===== src/sv/tsba_pkg.sv =====
package tsba_pkg;

  // Default geometry of the slot table.
  localparam int unsigned SLOT_COUNT_DEF    = 512;
  localparam int unsigned MAP_WORD_BITS_DEF = 64;

  // Width of the slot index fields on the ports.
  localparam int unsigned IDX_W = 9;

  // Request kinds.
  localparam logic KIND_ALLOC = 1'b0;
  localparam logic KIND_FREE  = 1'b1;

  // Result status codes.
  localparam logic STATUS_DONE = 1'b0;
  localparam logic STATUS_FULL = 1'b1;

  // The free-slot search works on words of up to this many bits.
  localparam int unsigned FIND_W     = 64;
  localparam int unsigned FIND_IDX_W = $clog2(FIND_W);

  // Fixed-point shift for the reciprocal that splits a slot index into word and bit.
  // The slot index is below 2**DIV_SHIFT.
  localparam int unsigned DIV_SHIFT = 10;

  // Position of the lowest set bit. The lowest set bit is isolated with one
  // add, then the one-hot vector is encoded by OR-ing independent bit positions.
  function automatic logic [FIND_IDX_W-1:0] lowest_set_idx(input logic [FIND_W-1:0] v);
    logic [FIND_W-1:0]     oh;
    logic [FIND_IDX_W-1:0] r;
    oh = v & (~v + FIND_W'(1));
    r  = '0;
    for (int i = 0; i < FIND_W; i++) begin
      if (oh[i]) begin
        r = r | FIND_IDX_W'(i);
      end
    end
    return r;
  endfunction

endpackage


===== src/sv/tsba_map_mem.sv =====
module tsba_map_mem #(
  parameter int unsigned DEPTH = 8,
  parameter int unsigned WIDTH = 64,
  parameter int unsigned AW    = 3
) (
  input  logic             clk,
  input  logic             wr_en,
  input  logic [AW-1:0]    wr_addr,
  input  logic [WIDTH-1:0] wr_data,
  input  logic             rd_en,
  input  logic [AW-1:0]    rd_addr,
  output logic [WIDTH-1:0] rd_data
);

  logic [WIDTH-1:0] mem [DEPTH];
  logic [WIDTH-1:0] rd_data_r;

  always_ff @(posedge clk) begin
    if (wr_en) begin
      mem[wr_addr] <= wr_data;
    end
  end

  always_ff @(posedge clk) begin
    if (rd_en) begin
      rd_data_r <= mem[rd_addr];
    end
  end

  assign rd_data = rd_data_r;

endmodule


===== src/sv/tsba_find_free.sv =====
module tsba_find_free #(
  parameter int unsigned WORD_BITS = 64,
  parameter int unsigned LAST_BITS = 64,
  parameter int unsigned SBW       = 6
) (
  input  logic [WORD_BITS-1:0] word,
  input  logic [SBW-1:0]       start_bit,
  input  logic                 is_last,
  output logic                 found,
  output logic [SBW-1:0]       bit_idx
);

  // Bits of the last word that lie beyond the end of the table count as used.
  localparam logic [WORD_BITS-1:0] LAST_MASK = {WORD_BITS{1'b1}} >> (WORD_BITS - LAST_BITS);

  logic [WORD_BITS-1:0]            free_bits;
  logic [tsba_pkg::FIND_IDX_W-1:0] pos;

  always_comb begin
    free_bits = ~word & ({WORD_BITS{1'b1}} << start_bit);
    if (is_last) begin
      free_bits = free_bits & LAST_MASK;
    end
    pos     = tsba_pkg::lowest_set_idx(tsba_pkg::FIND_W'(free_bits));
    found   = |free_bits;
    bit_idx = pos[SBW-1:0];
  end

endmodule


===== src/sv/table_slot_bitmap_allocator_top.sv =====
// Next-fit slot allocator over a used-bit map held in a single-port-write,
// registered-read memory of MAP_WORDS words of MAP_WORD_BITS bits. An allocate
// beat scans upward from the search hint one map word per cycle, grants the
// first free slot, sets its bit and moves the hint just past it; when no slot
// at or above the hint is free it returns status 1 and index 0 and changes
// nothing, and once the hint has reached the end of the table every allocate
// reports full until reset. A free beat clears the named slot's bit and echoes
// the index; indices beyond the table change nothing. One request is in work
// at a time. An allocate reads k map words, k from 1 to MAP_WORDS, one word per
// cycle through the single memory read port; an allocate with the hint already
// at the end reads none. A free splits the index into word and bit with a
// reciprocal multiply, then reads, modifies and writes back the map word. After
// reset a clearing pass writes zero to every map word, during which no beat is
// accepted.
module table_slot_bitmap_allocator_top #(
  parameter int unsigned SLOT_COUNT    = tsba_pkg::SLOT_COUNT_DEF,
  parameter int unsigned MAP_WORD_BITS = tsba_pkg::MAP_WORD_BITS_DEF
) (
  input  logic                      clk,
  input  logic                      rst_n,
  input  logic                      in_valid,
  output logic                      in_stall,
  input  logic                      in_kind,
  input  logic [tsba_pkg::IDX_W-1:0] in_slot_index,
  output logic                      out_valid,
  input  logic                      out_stall,
  output logic                      out_status,
  output logic [tsba_pkg::IDX_W-1:0] out_granted_index
);

  localparam int unsigned IDX_W     = tsba_pkg::IDX_W;
  localparam int unsigned MWB       = MAP_WORD_BITS;
  localparam int unsigned MAP_WORDS = (SLOT_COUNT + MWB - 1) / MWB;
  localparam int unsigned WAW       = (MAP_WORDS > 1) ? $clog2(MAP_WORDS) : 1;
  localparam int unsigned SBW       = $clog2(MWB);
  localparam int unsigned SW        = $clog2(SLOT_COUNT + 1);
  localparam int unsigned LAST_BITS = SLOT_COUNT - (MAP_WORDS - 1) * MWB;
  localparam int unsigned DSH       = tsba_pkg::DIV_SHIFT;
  localparam int unsigned RECIP     = (1 << DSH) / MWB;
  localparam int unsigned PW        = 2 * DSH;

  // Sequencer states.
  localparam logic [2:0] S_CLEAR = 3'd0;
  localparam logic [2:0] S_IDLE  = 3'd1;
  localparam logic [2:0] S_FDIV  = 3'd2;
  localparam logic [2:0] S_FRD   = 3'd3;
  localparam logic [2:0] S_EVAL  = 3'd4;
  localparam logic [2:0] S_HOLD  = 3'd5;

  logic [2:0]       state_r, state_nxt;
  logic             kind_r, kind_nxt;
  logic [IDX_W-1:0] idx_r, idx_nxt;
  logic             in_range_r, in_range_nxt;
  logic [DSH-1:0]   q_r, q_nxt;
  logic [WAW-1:0]   cur_word_r, cur_word_nxt;
  logic [SW-1:0]    cur_base_r, cur_base_nxt;
  logic [SBW-1:0]   start_bit_r, start_bit_nxt;
  logic [WAW-1:0]   clr_addr_r, clr_addr_nxt;
  logic [WAW-1:0]   hint_word_r, hint_word_nxt;
  logic [SBW-1:0]   hint_bit_r, hint_bit_nxt;
  logic [SW-1:0]    hint_base_r, hint_base_nxt;
  logic             hint_end_r, hint_end_nxt;
  logic             res_status_r, res_status_nxt;
  logic [IDX_W-1:0] res_index_r, res_index_nxt;
  logic             out_valid_r, out_valid_nxt;
  logic             out_status_r, out_status_nxt;
  logic [IDX_W-1:0] out_index_r, out_index_nxt;

  logic             mem_wr_en;
  logic [WAW-1:0]   mem_wr_addr;
  logic [MWB-1:0]   mem_wr_data;
  logic             mem_rd_en;
  logic [WAW-1:0]   mem_rd_addr;
  logic [MWB-1:0]   mem_rd_data;

  logic             find_found;
  logic [SBW-1:0]   find_bit;
  logic             cur_is_last;
  logic             in_accept;
  logic [SW-1:0]    slot_hit;
  logic [SW-1:0]    slot_next;
  logic [PW-1:0]    prod;
  logic [DSH-1:0]   rem_raw;
  logic [DSH-1:0]   q_fix;
  logic [DSH-1:0]   rem_fix;

  assign in_stall    = (state_r != S_IDLE);
  assign in_accept   = in_valid && !in_stall;
  assign cur_is_last = (cur_word_r == WAW'(MAP_WORDS - 1));
  assign slot_hit    = cur_base_r + SW'(find_bit);
  assign slot_next   = slot_hit + SW'(1);

  // Index split: the floor reciprocal gives a quotient that is exact or one
  // short, and the registered quotient is fixed up in the following cycle.
  assign prod    = PW'(idx_r) * PW'(RECIP);
  assign rem_raw = DSH'(idx_r) - DSH'(q_r * DSH'(MWB));

  always_comb begin
    if (rem_raw >= DSH'(MWB)) begin
      q_fix   = q_r + DSH'(1);
      rem_fix = rem_raw - DSH'(MWB);
    end else begin
      q_fix   = q_r;
      rem_fix = rem_raw;
    end
  end

  tsba_map_mem #(
    .DEPTH (MAP_WORDS),
    .WIDTH (MWB),
    .AW    (WAW)
  ) u_map_mem (
    .clk     (clk),
    .wr_en   (mem_wr_en),
    .wr_addr (mem_wr_addr),
    .wr_data (mem_wr_data),
    .rd_en   (mem_rd_en),
    .rd_addr (mem_rd_addr),
    .rd_data (mem_rd_data)
  );

  tsba_find_free #(
    .WORD_BITS (MWB),
    .LAST_BITS (LAST_BITS),
    .SBW       (SBW)
  ) u_find_free (
    .word      (mem_rd_data),
    .start_bit (start_bit_r),
    .is_last   (cur_is_last),
    .found     (find_found),
    .bit_idx   (find_bit)
  );

  always_comb begin
    state_nxt      = state_r;
    kind_nxt       = kind_r;
    idx_nxt        = idx_r;
    in_range_nxt   = in_range_r;
    q_nxt          = q_r;
    cur_word_nxt   = cur_word_r;
    cur_base_nxt   = cur_base_r;
    start_bit_nxt  = start_bit_r;
    clr_addr_nxt   = clr_addr_r;
    hint_word_nxt  = hint_word_r;
    hint_bit_nxt   = hint_bit_r;
    hint_base_nxt  = hint_base_r;
    hint_end_nxt   = hint_end_r;
    res_status_nxt = res_status_r;
    res_index_nxt  = res_index_r;
    out_valid_nxt  = out_valid_r && out_stall;
    out_status_nxt = out_status_r;
    out_index_nxt  = out_index_r;
    mem_wr_en      = 1'b0;
    mem_wr_addr    = cur_word_r;
    mem_wr_data    = mem_rd_data;
    mem_rd_en      = 1'b0;
    mem_rd_addr    = cur_word_r;

    unique case (state_r)
      S_CLEAR: begin
        // Zero one map word per cycle after reset.
        mem_wr_en    = 1'b1;
        mem_wr_addr  = clr_addr_r;
        mem_wr_data  = '0;
        clr_addr_nxt = clr_addr_r + WAW'(1);
        if (clr_addr_r == WAW'(MAP_WORDS - 1)) begin
          state_nxt = S_IDLE;
        end
      end
      S_IDLE: begin
        if (in_accept) begin
          kind_nxt     = in_kind;
          idx_nxt      = in_slot_index;
          in_range_nxt = (32'(in_slot_index) < 32'(SLOT_COUNT));
          if (in_kind == tsba_pkg::KIND_FREE) begin
            state_nxt = S_FDIV;
          end else if (hint_end_r) begin
            // Hint has run off the end of the table: full at once.
            res_status_nxt = tsba_pkg::STATUS_FULL;
            res_index_nxt  = '0;
            state_nxt      = S_HOLD;
          end else begin
            mem_rd_en     = 1'b1;
            mem_rd_addr   = hint_word_r;
            cur_word_nxt  = hint_word_r;
            cur_base_nxt  = hint_base_r;
            start_bit_nxt = hint_bit_r;
            state_nxt     = S_EVAL;
          end
        end
      end
      S_FDIV: begin
        q_nxt     = prod[PW-1:DSH];
        state_nxt = S_FRD;
      end
      S_FRD: begin
        mem_rd_en     = in_range_r;
        mem_rd_addr   = WAW'(q_fix);
        cur_word_nxt  = WAW'(q_fix);
        start_bit_nxt = SBW'(rem_fix);
        state_nxt     = S_EVAL;
      end
      S_EVAL: begin
        if (kind_r == tsba_pkg::KIND_FREE) begin
          mem_wr_en      = in_range_r;
          mem_wr_data    = mem_rd_data & ~(MWB'(1) << start_bit_r);
          res_status_nxt = tsba_pkg::STATUS_DONE;
          res_index_nxt  = idx_r;
          state_nxt      = S_HOLD;
        end else if (find_found) begin
          mem_wr_en      = 1'b1;
          mem_wr_data    = mem_rd_data | (MWB'(1) << find_bit);
          res_status_nxt = tsba_pkg::STATUS_DONE;
          res_index_nxt  = IDX_W'(slot_hit);
          hint_end_nxt   = (slot_next == SW'(SLOT_COUNT));
          if (find_bit == SBW'(MWB - 1)) begin
            hint_word_nxt = cur_word_r + WAW'(1);
            hint_bit_nxt  = '0;
            hint_base_nxt = cur_base_r + SW'(MWB);
          end else begin
            hint_word_nxt = cur_word_r;
            hint_bit_nxt  = find_bit + SBW'(1);
            hint_base_nxt = cur_base_r;
          end
          state_nxt = S_HOLD;
        end else if (cur_is_last) begin
          res_status_nxt = tsba_pkg::STATUS_FULL;
          res_index_nxt  = '0;
          state_nxt      = S_HOLD;
        end else begin
          // Nothing free in this word: fetch the next one, searching from bit 0.
          mem_rd_en     = 1'b1;
          mem_rd_addr   = cur_word_r + WAW'(1);
          cur_word_nxt  = cur_word_r + WAW'(1);
          cur_base_nxt  = cur_base_r + SW'(MWB);
          start_bit_nxt = '0;
        end
      end
      S_HOLD: begin
        // Hand the result to the output register once it is free.
        if (!out_valid_r || !out_stall) begin
          out_valid_nxt  = 1'b1;
          out_status_nxt = res_status_r;
          out_index_nxt  = res_index_r;
          state_nxt      = S_IDLE;
        end
      end
      default: begin
        state_nxt = S_IDLE;
      end
    endcase
  end

  always_ff @(posedge clk) begin
    if (!rst_n) begin
      state_r     <= S_CLEAR;
      clr_addr_r  <= '0;
      hint_word_r <= '0;
      hint_bit_r  <= '0;
      hint_base_r <= '0;
      hint_end_r  <= 1'b0;
      out_valid_r <= 1'b0;
    end else begin
      state_r     <= state_nxt;
      clr_addr_r  <= clr_addr_nxt;
      hint_word_r <= hint_word_nxt;
      hint_bit_r  <= hint_bit_nxt;
      hint_base_r <= hint_base_nxt;
      hint_end_r  <= hint_end_nxt;
      out_valid_r <= out_valid_nxt;
    end
  end

  always_ff @(posedge clk) begin
    kind_r       <= kind_nxt;
    idx_r        <= idx_nxt;
    in_range_r   <= in_range_nxt;
    q_r          <= q_nxt;
    cur_word_r   <= cur_word_nxt;
    cur_base_r   <= cur_base_nxt;
    start_bit_r  <= start_bit_nxt;
    res_status_r <= res_status_nxt;
    res_index_r  <= res_index_nxt;
    out_status_r <= out_status_nxt;
    out_index_r  <= out_index_nxt;
  end

  assign out_valid         = out_valid_r;
  assign out_status        = out_status_r;
  assign out_granted_index = out_index_r;

  // The map memory is never read and written in the same cycle, so no
  // read-during-write forwarding is needed.
  a_no_rw_overlap: assert property (@(posedge clk) disable iff (!rst_n)
    !(mem_wr_en && mem_rd_en))
    else $error("map memory read and written in the same cycle");

  // Only one request is in work: an accepted beat closes the input at once.
  a_one_in_work: assert property (@(posedge clk) disable iff (!rst_n)
    in_accept |=> in_stall)
    else $error("second beat accepted while a request is in work");

  // The hint can reach the end of the table only through a grant.
  a_hint_end_by_grant: assert property (@(posedge clk) disable iff (!rst_n)
    $rose(hint_end_r) |-> $past(state_r == S_EVAL && kind_r == tsba_pkg::KIND_ALLOC))
    else $error("search hint reached the end without a grant");

  // A full result always carries index zero.
  a_full_index_zero: assert property (@(posedge clk) disable iff (!rst_n)
    (state_r == S_HOLD && res_status_r == tsba_pkg::STATUS_FULL) |-> (res_index_r == '0))
    else $error("full result with a non-zero index");

endmodule

===== config.mk =====
export PLATFORM = sky130hd
export DESIGN_NAME = table_slot_bitmap_allocator_top
export DESIGN_NICKNAME = d
export VERILOG_FILES = /design/src/sv/tsba_pkg.sv /design/src/sv/tsba_map_mem.sv /design/src/sv/tsba_find_free.sv /design/src/sv/table_slot_bitmap_allocator_top.sv
export SDC_FILE = /design/constraint.sdc
export NUM_CORES = 1
export LEC_CHECK = 0
export BUFFER_PORTS_ARGS = -buffer_cell sky130_fd_sc_hd__buf_2
export CAP_MARGIN = 0
export CORE_AREA = 2 2 235 214
export DETAILED_ROUTE_END_ITERATION = 7
export DIE_AREA = 0 0 237 216
export HOLD_SLACK_MARGIN = 0.05
export PLACE_DENSITY = 0.8
export SYNTH_ARGS = -nofsm -noshare
export SYNTH_HDL_FRONTEND = slang
export SYNTH_SLANG_ARGS = --single-unit
export TNS_END_PERCENT = 10

===== constraint.sdc =====
create_clock -name clk -period 6.1 [get_ports clk]
set_input_delay 0.61 -clock clk [delete_from_list [all_inputs] [get_ports clk]]
set_output_delay 0.61 -clock clk [all_outputs]
set_load 0.02 [all_outputs]

* Word-level counts from Yosys, hierarchy flattened
Memories as Yosys holds them, arrays and structs flattened. A register that Yosys moved wholly into a read port is not among the register bits.
Index checks and enable logic that the tools add are counted.
** Storage, ports and cells
- Flip-flop bits (word level) :: 80
- Latch bits :: 0
- Bits in writable memories :: 512
- Memory bits (read-only) :: 0
- Input port bits :: 14
- Output and inout bits :: 12
- Logic and storage cells :: 340
- Memories :: 1
** Operators by class
- Add/sub/neg operators :: 10
- Multipliers :: 0
- Div/mod/pow operators :: 0
- Magnitude comparators :: 1
- Equal/unequal tests :: 21
- Shift operators :: 3
- Multiplexer cells :: 262
- Bitwise gates (word level) :: 7
- Reduce and logical (&&, ||, !) cells :: 17
** Memory list
- u_map_mem.mem :: words 8, width 64, read ports 1, clocked after memory_dff 1, wr ports 1, line tsba_map_mem.sv:15 : logic [WIDTH-1:0] mem [DEPTH];
** Operators with widths (number)
- $mux 6 :: 60
- $mux 64 :: 5
- $mux 10 :: 27
- $mux 9 :: 22
- $and 64x64->64 :: 3
- $not 64->64 :: 3
- $mux 3 :: 54
- $pmux 64 s2 :: 1
- $shl 1x6->64 const A :: 2
- $mux 5 :: 16
- $add 64x1->64 const B :: 1
- $or 64x64->64 :: 1
- $reduce_or 64->1 :: 1
- $shl 64x6->64 const A :: 1
- $mux 1 :: 59
- $mux 4 :: 8
- $ne 2x2->1 const B :: 10
- $pmux 10 s2 :: 1
- $pmux 3 s6 :: 1
- $pmux 6 s3 :: 1
- $pmux 9 s2 :: 1
- $reduce_and 7->1 :: 2
- $eq 3x3->1 const B :: 4
- $add 10x1->10 const B :: 1
- other kinds (27) :: 36

* Logic depth before layout (Yosys ltp)
- Depth after elaboration :: 78
- Gate-level depth with buffers :: 27

* By module
From an unflattened synthesis, not the netlist that was laid out.
** Unflattened totals
- Cells, all modules :: 1922
- Area, all modules :: 29589.6 um^2
** Modules (own cells, without submodules)
- tsba_map_mem :: instances 1, cells each 816, area each 21187.8 um^2
- table_slot_bitmap_allocator_top :: instances 1, cells each 665, area each 5333.9 um^2
- tsba_find_free :: instances 1, cells each 441, area each 3067.9 um^2

* Worst setup path before layout
OpenSTA, ideal clock, no wires.
- Path type :: reg2reg
- Start point :: register start_bit_r[3]
- End point :: memory u_map_mem.mem[2][0] (enable)
- Arrival time :: 4.984 ns
- Data required time :: 5.614 ns
- Slack :: 0.630 ns
- Stages on the path, launching flop included :: 12
- Cells stage by stage :: edfxtp_1 > buf_6 > or4_4 > o32a_1 > o2111a_1 > and4_4 > buf_6 > nand4_2 > nor2_2 > nor3b_1 > o21ai_0 > nor2_1
** On the way
- Longest elaborated chain between the ends :: 11
** RTL lines
- start, declared :: line table_slot_bitmap_allocator_top.sv:57 : logic [SBW-1:0] start_bit_r, start_bit_nxt;
- start signal, assigned :: line table_slot_bitmap_allocator_top.sv:281 : start_bit_r <= start_bit_nxt;
- $shl 64x6->64 :: line tsba_find_free.sv:20 : free_bits = ~word & ({WORD_BITS{1'b1}} << start_bit);
- $and 64x64->64 :: line tsba_find_free.sv:20
- $reduce_or 64->1 :: line tsba_find_free.sv:25 : found = |free_bits;
- $mux 1 :: line table_slot_bitmap_allocator_top.sv:210 : end else if (find_found) begin
- $mux 1 :: line table_slot_bitmap_allocator_top.sv:204 : if (kind_r == tsba_pkg::KIND_FREE) begin
- $mux 1 :: line table_slot_bitmap_allocator_top.sv:159 : unique case (state_r)
- $mux 1 :: line table_slot_bitmap_allocator_top.sv:204
- $mux 1 :: line table_slot_bitmap_allocator_top.sv:159
- $pmux 1 s2 :: line table_slot_bitmap_allocator_top.sv:159
- $mux 1 :: line tsba_map_mem.sv:19 : if (wr_en) begin
- $mux 1 (not written as such) :: line tsba_map_mem.sv:20 : mem[wr_addr] <= wr_data;
- end, declared :: line tsba_map_mem.sv:15
No other way between the ends. The select of a mux whose other input is x is not followed.

* Worst setup path after layout
- Start point :: register start_bit_r[2]
- End point :: memory u_map_mem.mem[6][32], data pin
** On the way
- Longest elaborated chain between the ends :: 76
** RTL lines
- $shl 64x6->64 :: line tsba_find_free.sv:20
- $and 64x64->64 :: line tsba_find_free.sv:20
- $not 64->64 :: line tsba_pkg.sv:31 : oh = v & (~v + FIND_W'(1));
- $add 64x1->64 :: line tsba_pkg.sv:31
- $and 64x64->64 :: line tsba_pkg.sv:31
- $mux 1 :: line tsba_pkg.sv:34 : if (oh[i]) begin
- $mux 2 (2 in a row) :: line tsba_pkg.sv:34
- $mux 3 (4 in a row) :: line tsba_pkg.sv:34
- [57 not listed]
- $or 64x64->64 :: line table_slot_bitmap_allocator_top.sv:212 : mem_wr_data = mem_rd_data | (MWB'(1) << find_bit);
- $mux 64 :: line table_slot_bitmap_allocator_top.sv:210
- $mux 64 :: line table_slot_bitmap_allocator_top.sv:204
- $mux 64 :: line table_slot_bitmap_allocator_top.sv:159
- $mux 64 (*) :: line table_slot_bitmap_allocator_top.sv:204
- $mux 64 (*) :: line table_slot_bitmap_allocator_top.sv:159
- $pmux 64 s2 (*) :: line table_slot_bitmap_allocator_top.sv:159
- net mem_wr_data[32] :: line table_slot_bitmap_allocator_top.sv:71 : logic [MWB-1:0] mem_wr_data;
Mark *: on every way through the listed nets, which the timed path passes. The rest lies on a longest branch. The select of a mux whose other input is x is not followed.

==> impl_results.md <==
* Status: finished, final reports clean
* Simple-gate portion of the synthesized area at 0.0845
* Initial antenna violation count at 1
* Die X-Extent at 237 µm
* Post-Place Worst Slack at roughly 420 ps
* Warnings, synthesis at 0
* Final net count at between 2000 and 2500
* Setup ws final at 184 ps
* I/O pin count at 26
* CTS tree: built
* Vias/cell at 7.06
* WP data arrival at 6200 ps
* Clk_lat worst skew at 650 ps
* Slowest stage cell on the critical path: o21ai_0
* Final core occ at 0.702
* Critical Path RT at 6390 ps
* Row cnt at 77
* Crit Path Max Fanout at 14
* CTS H-tree lvls at 2
* Sequential area share after synthesis at 0.629
* Routed Antenna Nets at 0
* Combinational family with the most area after synthesis: compound AO/OA/AOI/OAI gates
* Global-route wire length before repair at approximately 140000 µm
* Tcrit/Tclk final at 0.970
* Height of the die at around 220 µm
* Synth Flop Type: edfxtp_1
* Most common cell after layout, fill and taps aside: edfxtp_1
* Crit start category: flop
* Commonest cells after routing, fill and taps aside: edfxtp_1, nand2_1, o21ai_0
* Post_cts resized at 0
* Slew HR at 0.222
* Met1 Use GR at 0.516
* Worst-path cell chain: buf_6 -> nor3_2 -> nand4_1 -> o211ai_2 -> buf_4 -> a21oi_1 -> a32oi_1 -> o211ai_1 -> a211o_1 -> nand4b_1 -> inv_1 -> buf_4 -> ha_1 -> inv_1 -> nor2_4 -> nand2_1 -> o21ai_0
* Num CTS Buffers at 60
* Highest clock rate at roughly 170 MHz
* Syn-to-layout area delta at 10.9%
* Area leader, netlist: edfxtp_1
* Post-synth EDFFs at 625
* Post-Synthesis Cells at 2295
* Vias in the first global route at roughly 21000
* Pleak at 0.0119 µW
* Crit path time final at 5920 ps
* Largest stage delay on the critical path at 910 ps
* Final instance area at 34200 µm²
* Crit. End Element: flop
* Dpl cell area at 32100 µm²
* Setup TNS at 0 ps
* Peak supply drop at 632 µV
* Library cells used by synthesis at 112
* Synth top area cells: edfxtp_1, mux2_2, mux2i_1
* Hold WC Path Type: input port to flop
* Syn Area/Cell at 13.4 µm²
* Reg-to-reg setup timing slack at 180 ps
* Setup Skew at 55.2 ps
* Post-Synth XOR/XNOR Area at 0.00398
* Largest net degree at the start of global routing at 65
* GR Util met3 at 0.0835
* Clock Tree Buf Depth at 3
* Fin. max-slew vios at 0
* DRC Markers at 0
* Hold-fix buffers at CTS at 0
* Global Route met2 Usage at 0.551
* Setup repair after global routing missed its margin: no
* Final hold viol count at 0
* Share of layout cells above drive strength 1 at 0.201
* Starting Density at 0.633
* Die area at 51200 µm²
* Gr ovfl total at 0
* Yosys reg bits at 655
* Hpwl dp at 59000 µm
* Router iterations before antenna repair at 6
* Cell Pwr Density at between 600 and 700 nW/µm²
* Final wirelength at 92900 µm
* Cell Area, Synth at ~31000 µm²
* # port buffers at 25
* Ys async rst share at 0
* Core ar. at 48700 µm²
* # Post-CTS Setup Buffers at 0
* CTS clk-pin slew, worst paths at about 70 ps
* GRT busiest layer: met2
* Setup CP Type: flop to flop
* DR vias at 21431
* Final setup viols at 0
* Synth Area in Compound Gates at 0.148
* DR iter-0 viols at a little under 3000
* Adder-cell area share of the yosys netlist at 0.0102
* Post-synthesis mux area share at 0.0918
* Slew @ Worst Pin at around 1200 ps
* Post-synth top area share at 0.609
* DR WL/cell at 30.6 µm
* Root buf cell: clkbuf_16
* Mapped Nets at 2333
* Clk sinks at 655
* Max-cap viol count at 0
* Hold WS at 160 ps
* Gp weighted congestion at 1.04
* Total track usage at 0.363
power breakdown:
group	switching (µW)	total, µW	leakage [µW]	internal [µW]
clock	1660	3820	0.000988	2160
sequential	419	7460	0.00610	7040
combinational	5700	9290	0.00484	3590
cell usage after synthesis (all sizes together) (7+ instances only):
master	n
edfxtp	625
nand2	178
a22oi	14
a41o	9
a31oi	20
buf	96
and3	10
o21ai	176
nor2	85
nor3	26
inv	33
a221oi	67
a211o	7
o22ai	72
and2	23
a21oi	126
mux2i	133
nor2b	14
o31ai	17
o211ai	8
mux2	131
a21boi	16
or2	8
nand2b	11
or4	7
nor4	16
nand4	17
ha	22
dfxtp	30
a31o	7
or3	12
xnor2	9
nand3	66
a22o	16
a21o	14
clkbuf	55
area by class of cell:
cell class | count | area, µm²
Inverter | 34 | 133
Sequential cell | 655 | 19400
Antenna cell | 1 | 2.50
Clock inverter | 41 | 474
Timing Repair Buffer | 148 | 1320
Multi-Input combinational cell | 1455 | 10500
Clock buffer | 71 | 1540
Tap cell | 632 | 791
Fill cell | 3119 | 14500
cells by family (layout without fill, tap and decap cells):
family | count (synthesis) | after routing
DFF | 655 | 655
AOI/OAI and AO/OA | 646 | 646
and+or+nand+nor | 506 | 506
muxes | 265 | 265
buffers and inverters | 185 | 294
adders and majority gates | 24 | 24
xor gates and xnor gates | 14 | 14
other | 0 | 1
per-stage QoR:
stage                     instances  power (µW)
after CTS                      3035       20500
after floorplan                2295       13800
after global placement         2923       16300
final                          3037       20600
after detailed placement       2923       16600
after global routing           3036       21400
routing by layer:
metal  share of wire  up-vias  wire length, µm
met5         0.00098        -               91
met4           0.038        4             3500
met3            0.10      214             9750
met2            0.45     1380            41700
met1            0.41    10659            37800
li1                -     9174                -
registers in the layout, summed over array words and instances, names as in the netlist, 3 cells and up:
name	cells
start_bit_r	6
cur_base_r	10
idx_r	9
state_r	3
hint_word_r	3
q_r	3
out_granted_index	9
hint_base_r	10
res_index_r	9
hint_bit_r	6
cur_word_r	3
clr_addr_r	3
u_map_mem.mem	512
u_map_mem.rd_data	64
critical path, delay by kind of cell (launching register included):
kind            cells  cell delay [ps]
buf+inv             5             1050
flops               1              670
simple gates        5             1570
fa+ha+maj           1              140
compound gates      6             2140
worst paths after layout:
| check | from | end | depth (start not counted) |
|---|---|---|---|
| worst max-delay path | start_bit_r[2] | u_map_mem.mem[6][32] | 17 |
| worst min-delay path | in_slot_index[7] | idx_r[7] | 1 |
| worst max register to register | start_bit_r[2] | u_map_mem.mem[6][32] | 17 |
| worst min register to register | res_index_r[2] | out_granted_index[2] | 0 |
Note: power is estimated with default switching activity, not from simulation.
